<file path="config.mk">
export PLATFORM = sky130hd
export DESIGN_NAME = integer_to_ascii_formatter
export DESIGN_NICKNAME = d
export VERILOG_FILES = /design/src/rtl/itoa_pkg.sv /design/src/rtl/integer_to_ascii_formatter.sv /design/src/rtl/itoa_dd_step.sv
export SDC_FILE = /design/constraint.sdc
export NUM_CORES = 1
export LEC_CHECK = 0
export BUFFER_PORTS_ARGS = -buffer_cell sky130_fd_sc_hd__buf_2
export CAP_MARGIN = 20
export CORE_AREA = 2 2 145 147
export CTS_BUF_LIST = sky130_fd_sc_hd__clkbuf_16
export CTS_CLUSTER_DIAMETER = 60
export DETAILED_ROUTE_END_ITERATION = 8
export DIE_AREA = 0 0 147 149
export GPL_TIMING_DRIVEN = 0
export PLACE_DENSITY = 0.81
export SLEW_MARGIN = 30
export SYNTH_ARGS = -nofsm -noshare
export SYNTH_HDL_FRONTEND = slang
export SYNTH_HIERARCHICAL = 1
export SYNTH_SLANG_ARGS = --single-unit
</file>
<file path="constraint.sdc">
create_clock -name i_clk -period 11.2 [get_ports i_clk]
set_input_delay 2.24 -clock i_clk [delete_from_list [all_inputs] [get_ports i_clk]]
set_output_delay 2.24 -clock i_clk [all_outputs]
set_load 0.01 [all_outputs]
</file>
<file path="src/rtl/itoa_pkg.sv">
// Shared constants and helpers for the integer to ASCII formatter.
// Used by itoa_dd_step and integer_to_ascii_formatter; no dependencies.
`default_nettype none

package itoa_pkg;

    // Default width of the formatted word
    localparam int VALUE_BITS_DEF = 64;

    // Format mode codes
    typedef enum logic [1:0] {
        T_REQ_SDEC = 2'd0,
        T_REQ_UDEC = 2'd1,
        T_REQ_HEX  = 2'd2,
        T_REQ_PTR  = 2'd3
    } t_req_type;

    // Character codes
    localparam logic [7:0] CHAR_MINUS = 8'h2D;
    localparam logic [7:0] CHAR_ZERO  = 8'h30;
    localparam logic [7:0] CHAR_X     = 8'h78;
    localparam logic [7:0] CHAR_A     = 8'h61;

    // Map one digit (0..15) to its lowercase ASCII code
    function automatic logic [7:0] hex_ascii(input logic [3:0] dig);
        logic [7:0] res;
        if (dig < 4'd10) begin
            res = CHAR_ZERO + {4'd0, dig};
        end else begin
            res = CHAR_A + {4'd0, dig} - 8'd10;
        end
        return res;
    endfunction

    // Add-3 correction of one BCD digit ahead of a doubling
    function automatic logic [3:0] bcd_adjust(input logic [3:0] dig);
        logic [3:0] res;
        if (dig >= 4'd5) begin
            res = dig + 4'd3;
        end else begin
            res = dig;
        end
        return res;
    endfunction

endpackage

`default_nettype wire

</file>
<file path="src/rtl/integer_to_ascii_formatter.sv">
// Flow: a decimal word is shifted one bit at a time through the shared double-dabble step,
// then a negative word gets a '-' sign, leading zeros are skipped, one step picks the first
// digit and the digits are emitted. Hex skips the conversion and the leading zeros;
// pointer emits a 0x prefix and then every hex digit, leading zeros included.
// Characters are registered from the sequencer state; the last one shows in the first
// idle cycle, where the next word can be taken. A new word is taken only while idle; no stall.
// Reset (i_rst_n low, synchronous) returns the sequencer to idle and drops o_valid.
`default_nettype none

module integer_to_ascii_formatter #(
    parameter int VALUE_BITS = itoa_pkg::VALUE_BITS_DEF
) (
    input  wire logic                  i_clk,
    input  wire logic                  i_rst_n,
    input  wire logic                  start,
    output logic                       busy,
    input  wire logic [VALUE_BITS-1:0] i_value,
    input  wire logic [1:0]            i_req_type,
    output logic                       o_valid,
    output logic [7:0]                 o_ascii_char,
    output logic                       o_is_last
);
    import itoa_pkg::*;

    // Decimal digits for VALUE_BITS bits, hex digits, and digit register width
    localparam int NDIG = (VALUE_BITS * 30103) / 100000 + 1;
    localparam int HDIG = (VALUE_BITS + 3) / 4;
    localparam int DW   = 4 * NDIG;
    localparam int HB   = 4 * HDIG;
    localparam int BW   = $clog2(VALUE_BITS + 1);
    localparam int CW   = $clog2(NDIG + 1);

    typedef enum logic [2:0] {
        S_IDLE,
        S_CONV,
        S_PFX0,
        S_PFX1,
        S_SKIP,
        S_EMIT
    } t_state;

    t_state                r_state;
    logic [VALUE_BITS-1:0] r_mag;
    logic [DW-1:0]         r_dig;
    logic [BW-1:0]         r_bits;
    logic [CW-1:0]         r_cnt;
    logic                  r_neg;

    logic                  accept;
    logic                  is_neg;
    logic [VALUE_BITS-1:0] mag;
    logic [HB-1:0]         hex_ext;
    logic [DW-1:0]         n_bcd;
    logic [3:0]            top_dig;
    t_req_type             req;

    assign busy    = (r_state != S_IDLE);
    assign accept  = start && !busy;
    assign req     = t_req_type'(i_req_type);
    assign is_neg  = (req == T_REQ_SDEC) && i_value[VALUE_BITS-1];
    assign mag     = is_neg ? (~i_value + VALUE_BITS'(1)) : i_value;
    assign hex_ext = HB'(i_value);
    assign top_dig = r_dig[DW-1 -: 4];

    // Shared conversion step
    itoa_dd_step #(
        .NDIG (NDIG)
    ) u_dd_step (
        .i_bcd (r_dig),
        .i_bit (r_mag[VALUE_BITS-1]),
        .o_bcd (n_bcd)
    );

    // Sequencer with registered character output
    always_ff @(posedge i_clk) begin
        if (!i_rst_n) begin
            r_state <= S_IDLE;
            o_valid <= 1'b0;
            o_is_last <= 1'b0;
        end else begin
            o_valid <= 1'b0;
            o_is_last <= 1'b0;
            unique case (r_state)
                S_IDLE: begin
                    if (accept) begin
                        r_mag  <= mag;
                        r_neg  <= is_neg;
                        r_bits <= BW'(VALUE_BITS);
                        unique case (req)
                            T_REQ_SDEC, T_REQ_UDEC: begin
                                r_dig   <= '0;
                                r_cnt   <= CW'(NDIG);
                                r_state <= S_CONV;
                            end
                            T_REQ_HEX: begin
                                r_dig   <= DW'(hex_ext) << (DW - HB);
                                r_cnt   <= CW'(HDIG);
                                r_state <= S_SKIP;
                            end
                            T_REQ_PTR: begin
                                r_dig   <= DW'(hex_ext) << (DW - HB);
                                r_cnt   <= CW'(HDIG);
                                r_state <= S_PFX0;
                            end
                            default: r_state <= S_IDLE;
                        endcase
                    end
                end
                S_CONV: begin
                    // Advance one bit through the BCD accumulator
                    r_dig  <= n_bcd;
                    r_mag  <= r_mag << 1;
                    r_bits <= r_bits - BW'(1);
                    if (r_bits == BW'(1)) begin
                        r_state <= r_neg ? S_PFX0 : S_SKIP;
                    end
                end
                S_PFX0: begin
                    // Sign for negative decimal, else the 0 of the 0x prefix
                    o_valid      <= 1'b1;
                    o_ascii_char <= r_neg ? CHAR_MINUS : CHAR_ZERO;
                    r_state      <= r_neg ? S_SKIP : S_PFX1;
                end
                S_PFX1: begin
                    o_valid      <= 1'b1;
                    o_ascii_char <= CHAR_X;
                    r_state      <= S_EMIT;
                end
                S_SKIP: begin
                    // Drop leading zeros, keep at least one digit
                    if (top_dig == 4'd0 && r_cnt != CW'(1)) begin
                        r_dig <= r_dig << 4;
                        r_cnt <= r_cnt - CW'(1);
                    end else begin
                        r_state <= S_EMIT;
                    end
                end
                S_EMIT: begin
                    o_valid      <= 1'b1;
                    o_ascii_char <= hex_ascii(top_dig);
                    o_is_last    <= (r_cnt == CW'(1));
                    r_dig        <= r_dig << 4;
                    r_cnt        <= r_cnt - CW'(1);
                    if (r_cnt == CW'(1)) begin
                        r_state <= S_IDLE;
                    end
                end
                default: r_state <= S_IDLE;
            endcase
        end
    end

    // A taken word makes the block busy on the next cycle
    a_accept_busy: assert property (@(posedge i_clk) disable iff (!i_rst_n)
        accept |=> busy)
        else $error("busy not raised after accept");

    // Every character comes out of an active conversion
    a_valid_from_busy: assert property (@(posedge i_clk) disable iff (!i_rst_n)
        o_valid |-> $past(busy))
        else $error("character without a word in progress");

    // The final character coincides with the return to idle
    a_last_idle: assert property (@(posedge i_clk) disable iff (!i_rst_n)
        (o_valid && o_is_last) |-> !busy)
        else $error("last character while still busy");

    // The digit count never runs out while emitting
    a_emit_cnt: assert property (@(posedge i_clk) disable iff (!i_rst_n)
        (r_state == S_EMIT) |-> (r_cnt != '0))
        else $error("emit with no digits left");

    // is_last only rides on a valid character
    a_last_valid: assert property (@(posedge i_clk) disable iff (!i_rst_n)
        o_is_last |-> o_valid)
        else $error("is_last without a valid character");

endmodule

`default_nettype wire

</file>
<file path="src/rtl/itoa_dd_step.sv">
// One double-dabble step: correct every BCD digit, then shift in one binary bit.
// Depends on itoa_pkg for the digit correction.
`default_nettype none

module itoa_dd_step #(
    parameter int NDIG = 20
) (
    input  wire logic [4*NDIG-1:0] i_bcd,
    input  wire logic              i_bit,
    output logic      [4*NDIG-1:0] o_bcd
);
    import itoa_pkg::*;

    logic [4*NDIG-1:0] adj;

    // Correct all digits in parallel
    always_comb begin
        for (int k = 0; k < NDIG; k++) begin
            adj[4*k +: 4] = bcd_adjust(i_bcd[4*k +: 4]);
        end
    end

    // Double and bring in the next binary bit
    assign o_bcd = {adj[4*NDIG-2:0], i_bit};

endmodule

`default_nettype wire
</file>
==> impl_results.rst, run 1 <==
.. list-table::
   :header-rows: 1

   * - Metric
     - Value
   * - Finished layout cell area
     - 12400 sq um
   * - Final setup violation count
     - 0
   * - Layout filler cell count
     - between 1500 and 2000
   * - Final net count
     - roughly 1300
   * - Area inside the core boundary
     - between 20000 and 25000 sq um
   * - Fraction of final layout cells with drive strength greater than 1
     - a little over an eighth
   * - Leading post-synthesis cells by instance count
     - 164 x edfxtp_1, 137 x nand2_1, 116 x inv_1
   * - Power Internal
     - around 1.8 mW
   * - Number of hold violations in the final report
     - 0
   * - Worst voltage drop across the vdd grid
     - 0.000136 V
   * - Pins Over Slew Limit
     - 0
   * - Number of antenna-violating nets in the routed design
     - 0
   * - Setup repair after global routing missed its margin
     - false
   * - Die height
     - 149 um
   * - Number of flops mapped to enable cells by yosys
     - around 160
   * - Share of synthesized flip-flops with an asynchronous set or reset
     - 0%
   * - Vias in the first global route
     - between 9000 and 10000
   * - Number of buffers created by CTS
     - 17
   * - Count of placed standard cells in the final layout, fillers left out
     - 1521
   * - CP Launch Type
     - input pin
   * - Portion of the post-synthesis area used by sequential elements
     - 45.8%
   * - CTS tree
     - built
   * - Instance area after placement
     - about 12000 sq um
   * - Leading cell type by number of instances after synthesis
     - edfxtp_1
   * - Later-pin clock latency in the skew report
     - 0.43 ns
   * - Net switching power
     - about 1.1 mW
   * - Post-CTS setup buffers
     - 0
   * - Top_reg_cell synth
     - edfxtp_1
   * - Critical Path Fanout Max
     - 6
   * - Die Footprint
     - 21900 sq um
   * - Clock transition time at the flip-flop clock pins of the worst setup and hold paths
     - roughly 0.070 ns
   * - Max-capacitance violation count
     - 0
   * - Number of remaining DRC errors
     - 10
   * - Sum of net half-perimeters after detailed placement
     - roughly 22 mm
   * - Post-route minimum period
     - roughly 5 ns
   * - CP arrival
     - between 5 and 6 ns
   * - Global-route usage over all layers
     - between 20% and 30%
   * - Count of hold-fix buffers inserted at cts
     - 0
   * - Achievable frequency
     - roughly 0.20 GHz
   * - Global-route congestion overflow total
     - 0
   * - Average wire per cell in the routed design
     - about 20 um
   * - Startpoint-to-endpoint class of the critical path
     - in -> reg
   * - Switching part of the total
     - 38.9%
   * - Share of Yosys cell area claimed by the top area cell type
     - between 40% and 50%
   * - Cell chosen for the clock root
     - clkbuf_16
   * - Leak pwr
     - slightly below 5 nW
   * - CP endpoint kind
     - flip-flop
   * - Post-synthesis instance total
     - around 1100
   * - Last weighted congestion value of the routability-driven placer
     - ~0.98
   * - Per-instance average area after synthesis
     - 9.74 sq um
   * - Fin worst setup slack
     - 6.31 ns
   * - Transition time at the pin with the least slew margin
     - roughly 0.96 ns
   * - Max_slew headroom
     - 35.4%
   * - CP required
     - around 11 ns
   * - Maximum number of buffers from clock root to sink
     - 2
   * - Aggregate routed wire length
     - 30.5 mm
   * - Post-Route Skew
     - approximately 0.0083 ns
   * - Cell variety after synth
     - 60
   * - Final cycle utilization of the critical path
     - between 40% and 50%
   * - Storage element area
     - ~5000 sq um
   * - Number of resized instances in the post-cts repair step
     - 0
   * - Number of warnings printed during yosys synthesis
     - 6
   * - Global-route wire length before repair
     - around 47 mm
   * - Signed area change from the synthesized netlist to the final layout
     - 13.1%
   * - Post-route setup TNS
     - 0 ns
   * - Seq cells post-synth
     - roughly 170
   * - Logic gate share of total power
     - 40.2%
   * - Post-synthesis net count
     - around 1200
   * - Sinks on the clock net
     - 169
   * - Cell area power density
     - roughly 230 nW/um^2
   * - Cell types with the largest area share after synthesis
     - edfxtp_1 45%, a222oi_1 5.8%, ha_1 5.4%
   * - Footprint of the multi-input gates
     - approximately 5300 sq um
   * - Sequential cell fraction of total power
     - approximately 40%
   * - Share of power burned in the clock network
     - between 20% and 30%
   * - Failing checks
     - design-rule violations
   * - Leading area contributor after synthesis
     - edfxtp_1
   * - First-iteration detailed-routing DRC count
     - 1483
   * - Floorplan die width
     - around 150 um
   * - DRT Pass-1 Iters
     - 9
   * - Post-route total power
     - around 2.9 mW
   * - Hold Path Class
     - reg -> reg
   * - Dpl ws
     - 5.94 ns
   * - Buffers added on ports
     - slightly below 80
   * - Via total after detailed routing
     - about 9600
   * - Antenna violations before repair
     - 1
   * - Cell area after synthesis
     - between 10000 and 15000 sq um
   * - Result of the run
     - complete, but fails checks
   * - Num rows
     - 53
   * - Vias per cell
     - ~6.3
   * - Number of levels in the clock H-tree
     - 4
   * - Number of cells after detailed placement
     - 1488
   * - Initial core utilization
     - a little over half
   * - Largest net degree at the start of global routing
     - 56
   * - Top-Level Pins
     - 80
## critical path, cell delays in order
cell and delay, ns:
buf_2 0.16, inv_1 0.09, ha_1 0.20, or3b_2 0.45, clkbuf_1 0.17, nor3_1 0.59
nand4_1 0.43, o41ai_1 0.42, xor2_1 0.23, a21oi_1 0.09
## metrics by stage
step	hold slack (ns)	utilization, %
2_1_floorplan	0.469	-
3_3_place_gp	0.500	56.9
3_5_place_dp	0.511	57.4
4_1_cts	0.522	60.3
5_1_grt	0.546	60.3
6_report	0.518	60.3
## cell families (layout without fill, tap and decap cells)
| family | Yosys count | count (layout) | synth area share [%] |
|---|---|---|---|
| fa+ha+maj | 47 | 47 | 5.37 |
| compound gates | 273 | 273 | 17.7 |
| simple gates | 356 | 356 | 15.9 |
| mux | 21 | 21 | 1.92 |
| xor+xnor | 87 | 87 | 6.95 |
| buf+inv | 170 | 290 | 6.26 |
| flops | 169 | 169 | 45.8 |
| other cells | 2 | 3 | 0.0685 |
## routing by layer
layer | up-vias | routed length [um] | global-route usage, %
met1 | 4509 | 11700 | 36.1
met5 | - | 0 | 0
met4 | 0 | 1360 | 13.8
met2 | 642 | 14200 | 45.6
met3 | 113 | 3290 | 4.98
li1 | 4317 | - | -
## worst paths after layout
path | startpoint | end | slack, ns | depth (start not counted)
max | i_value[0] | r_mag[46] | 6.31 | 10
min | r_mag[23] | r_mag[24] | 0.52 | 2
max reg2reg | r_state[2] | r_mag[11] | 7.37 | 8
min reg2reg | r_mag[23] | r_mag[24] | 0.52 | 2
## registers in the layout, summed over array words and instances, names as in the netlist
| register | count |
|---|---|
| r_dig | 80 |
| r_mag | 64 |
| o_ascii_char | 7 |
| r_bits | 7 |
| r_cnt | 5 |
| r_state | 3 |
| o_is_last | 1 |
| o_valid | 1 |
| r_neg | 1 |
## cell type report
| class | count | area share, % |
|---|---|---|
| inverters | 117 | 3.54 |
| well taps | 275 | 2.78 |
| clock inverters | 15 | 1.30 |
| diodes | 1 | 0.0202 |
| plain buffers | 53 | 1.99 |
| flip-flops and latches | 169 | 40.5 |
| multi-input cells | 786 | 42.4 |
| repair buffers | 88 | 3.97 |
| clock buffers | 17 | 3.43 |
## cell usage in the layout (no fill, tap or decap), types with 12 or more instances in the layout
| master | instances |
|---|---|
| edfxtp_1 | 164 |
| nand2_1 | 137 |
| inv_1 | 118 |
| nor2_1 | 84 |
| o21ai_0 | 81 |
| buf_2 | 77 |
| a222oi_1 | 64 |
| xor2_1 | 50 |
| ha_1 | 47 |
| nand2b_1 | 42 |
| clkbuf_1 | 40 |
| a21oi_1 | 39 |
| xnor2_1 | 37 |
| mux2i_1 | 21 |
| o21ai_1 | 20 |
| a21oi_2 | 20 |
| clkbuf_16 | 17 |
| nor3_1 | 12 |
| a22o_1 | 12 |
## power groups by stage
| stage | sequential [mW] | clock (mW) | combinational [mW] |
|---|---|---|---|
| 2_1_floorplan | 1.11 | 0 | 0.802 |
| 3_3_place_gp | 1.15 | 0 | 1.06 |
| 3_5_place_dp | 1.13 | 0 | 1.12 |
| 4_1_cts | 1.12 | 0.603 | 1.14 |
| 5_1_grt | 1.15 | 0.628 | 1.28 |
| 6_report | 1.13 | 0.600 | 1.16 |
Power figures use the tool's default switching activity.
==> run 2, diff against run 1 <==
clock period = 4.6 ns   (was 11.2 ns; I/O delays follow)
==> run 2 against run 1 <==
Compared with the run above: the flow now finishes without violations; setup slack worse by 5.5 ns; die area unchanged; non-clock buffer count decreased by 4; via count fell by 0.51%; power is 140% higher; first-iteration DRC count increased by 7.9%; sequential cell count unchanged; register-to-register slack worse by 6.6 ns; critical path type is now reg -> reg; critical endpoint is now r_mag[1]; largest power group unchanged.
==> impl_results.rst, run 2 (synthesis gave the netlist of run 1 again) <==
.. list-table::
   :header-rows: 1

   * - Metric
     - Value
   * - Result of the run
     - finished clean (was complete, but fails checks)
   * - Aggregate routed wire length
     - 31.0 mm (was 30.5 mm)
   * - CP dominant cell by count
     - clkbuf_1
   * - Largest net degree at the start of global routing
     - 41 (was 56)
   * - Cell chosen for the clock root
     - clkbuf_16 (unchanged)
   * - Post-route setup TNS
     - 0 ns (unchanged)
   * - Number of buffers created by CTS
     - 17 (unchanged)
   * - Final cycle utilization of the critical path
     - between 80% and 90%
   * - Sinks on the clock net
     - 169 (unchanged)
   * - Most common cell after layout, fill and taps aside
     - edfxtp_1 (unchanged)
   * - Hold Slack
     - 0.528 ns (was 0.518 ns)
   * - Max incr delay on CP
     - 0.69 ns (was 0.59 ns)
   * - Num rows
     - 53 (unchanged)
   * - Die Footprint
     - 21900 sq um (unchanged)
   * - Number of resized instances in the post-cts repair step
     - 0 (unchanged)
   * - Vias in the first global route
     - 8997 (was 9077)
   * - Flip-flop count of the largest register, all copies and words added
     - 80 (unchanged)
   * - Number of levels in the clock H-tree
     - 4 (unchanged)
   * - Achievable frequency
     - 0.263 GHz
   * - Antenna violations before repair
     - 0 (was 1)
   * - DRT Pass-1 Iters
     - 8 (was 9)
   * - Floorplan die width
     - 147 um (unchanged)
   * - Initial core utilization
     - 53.3% (unchanged)
   * - Later-pin clock latency in the skew report
     - 0.44 ns (was 0.43 ns)
   * - Layout filler cell count
     - 1741 (was 1719)
   * - Register with the most flip-flops
     - r_dig (unchanged)
   * - Count of inserted antenna diode cells
     - 0 (was 1)
   * - Post-Route Skew
     - 0.00656 ns (was 0.00830 ns)
   * - CTS tree
     - built (unchanged)
   * - CP arrival
     - 3.92 ns (was 5.08 ns)
   * - Startpoint-to-endpoint class of the critical path
     - reg -> reg (was in -> reg)
   * - Top-Level Pins
     - 80 (unchanged)
   * - Max_slew headroom
     - 44.7% (was 35.4%)
   * - Global-route usage over all layers
     - 28.3% (was 27.9%)
   * - Power Internal
     - 4.24 mW (was 1.76 mW)
   * - Count of placed standard cells in the final layout, fillers left out
     - 1516 (was 1521)
   * - Global-route wire length before repair
     - 47.6 mm (was 47.1 mm)
   * - Number of remaining DRC errors
     - 0 (was 10)
   * - Critical Path Slowest Stage Cell
     - clkbuf_1 (was nor3_1)
   * - Fin worst setup slack
     - 0.805 ns (was 6.31 ns)
   * - CP required
     - 4.73 ns (was 11.38 ns)
   * - Most used cells in the layout excluding fill and tap cells
     - 164 x edfxtp_1, 137 x nand2_1, 116 x inv_1 (was 164 x edfxtp_1, 137 x nand2_1, 118 x inv_1)
   * - Vias per cell
     - 6.29 (was 6.30)
   * - Net switching power
     - 2.76 mW (was 1.12 mW)
   * - Buffers added on ports
     - 77 (unchanged)
   * - CP endpoint kind
     - flip-flop (unchanged)
   * - Max-capacitance violation count
     - 0 (unchanged)
   * - Die height
     - 149 um (unchanged)
   * - Switching part of the total
     - 39.4% (was 38.9%)
   * - Count of hold-fix buffers inserted at cts
     - 0 (unchanged)
   * - First-iteration detailed-routing DRC count
     - 1600 (was 1483)
   * - Sum of net half-perimeters after detailed placement
     - 22.5 mm (was 22.1 mm)
   * - Clock transition time at the flip-flop clock pins of the worst setup and hold paths
     - 0.07 ns (about the same)
   * - Number of cells after detailed placement
     - 1484 (was 1488)
   * - Pins Over Slew Limit
     - 0 (unchanged)
   * - Post-CTS setup buffers
     - 0 (unchanged)
   * - Area inside the core boundary
     - 20600 sq um (unchanged)
   * - Transition time at the pin with the least slew margin
     - 0.830 ns (was 0.965 ns)
   * - Instance area after placement
     - 11800 sq um (about the same)
   * - Last weighted congestion value of the routability-driven placer
     - 0.997 (was 0.983)
   * - Share of power burned in the clock network
     - 20.5% (was 20.8%)
   * - Ordered list of cells on the worst path
     - clkbuf_1 > clkinv_1 > nand2_1 > nor2_1 > clkbuf_1 > clkbuf_1 > a21o_4 > buf_12 (was buf_2 > inv_1 > ha_1 > or3b_2 > clkbuf_1 > nor3_1 > nand4_1 > o41ai_1 > xor2_1 > a21oi_1)
   * - Setup slack of the worst register-to-register path
     - 0.80 ns (was 7.37 ns)
   * - Post-route minimum period
     - between 3 and 4 ns
   * - CP Launch Type
     - flip-flop (was input pin)
   * - Logic gate share of total power
     - 40.3% (was 40.2%)
   * - Top Registers
     - r_dig x80, r_mag x64 (unchanged)
   * - Fraction of final layout cells with drive strength greater than 1
     - 13.2% (was 13.4%)
   * - Finished layout cell area
     - 12400 sq um (about the same)
   * - Global-route congestion overflow total
     - 0 (unchanged)
   * - Sequential cell fraction of total power
     - 39.2% (was 39.0%)
   * - Final net count
     - 1344 (was 1348)
   * - Average wire per cell in the routed design
     - 20.4 um (was 20.1 um)
   * - Signed area change from the synthesized netlist to the final layout
     - 12.9% (was 13.1%)
   * - Setup repair after global routing missed its margin
     - false (unchanged)
   * - Number of hold violations in the final report
     - 0 (unchanged)
   * - Worst voltage drop across the vdd grid
     - 0.000314 V (was 0.000136 V)
   * - Leak pwr
     - 4.87 nW (was 4.90 nW)
   * - Via total after detailed routing
     - 9532 (was 9581)
   * - Cell area power density
     - 565 nW/um^2 (was 233 nW/um^2)
   * - Dpl ws
     - 0.553 ns (was 5.94 ns)
   * - Hold Path Class
     - reg -> reg (unchanged)
   * - Number of antenna-violating nets in the routed design
     - 0 (unchanged)
   * - Final setup violation count
     - 0 (unchanged)
   * - Critical Path Fanout Max
     - 40 (was 6)
   * - Maximum number of buffers from clock root to sink
     - 2 (unchanged)
[run 2: cell types whose count changed in the layout (fill, tap and decap cells not counted), moves of 2 or more]
cell / previous run / this run
buf_4: 11 / 2
clkinvlp_4: 5 / 3
buf_6: 3 / 7
clkinv_4: 1 / 3
inv_6: 0 / 3
inv_1: 118 / 116
[run 2: power by group through the flow]
stage	Sequential, mW	Clock [mW]	Combinational [mW]
final	2.74	1.43	2.82
after global routing	2.79	1.51	3.11
after CTS	2.73	1.44	2.77
after detailed placement	2.76	0	2.75
after global placement	2.78	0	2.58
after floorplan	2.69	0	1.96
[run 2: cell type report]
class	count	area [sq um]	share of cell area, %
multi-input cells	786	5270	42.6
flip-flops and latches	169	5020	40.6
repair buffers	84	477	3.85
inverters	117	439	3.55
clock buffers	17	425	3.44
well taps	275	344	2.78
plain buffers	53	246	1.99
clock inverters	15	151	1.22
[run 2: worst max-delay path, delay by kind of cell (launching register included)]
kind            cells  cell delay [ns]
buf+inv             5             1.88
simple gates        2             0.75
compound gates      1             0.49
flops               1             0.30
[run 2: through the flow]
step	utilization, %	power (mW)
global placement	56.9	5.36
floorplan	-	4.64
detailed placement	57.4	5.51
CTS	60.2	6.95
global route	60.2	7.41
finish	60.2	7.00
[run 2: final timing paths]
path | cells past startpoint | endpoint | from
max | 8 | r_mag[1] | r_state[2]
min | 2 | r_mag[30] | r_mag[29]
max reg2reg | 8 | r_mag[1] | r_state[2]
min reg2reg | 2 | r_mag[30] | r_mag[29]
[run 2: layer usage]
layer	GRT usage (%)	vias up	share of wire, %
met4	13.4	0	4.0
met5	0	-	0
met3	4.46	97	10
met1	37.0	4543	39
met2	46.5	574	47
li1	-	4318	-
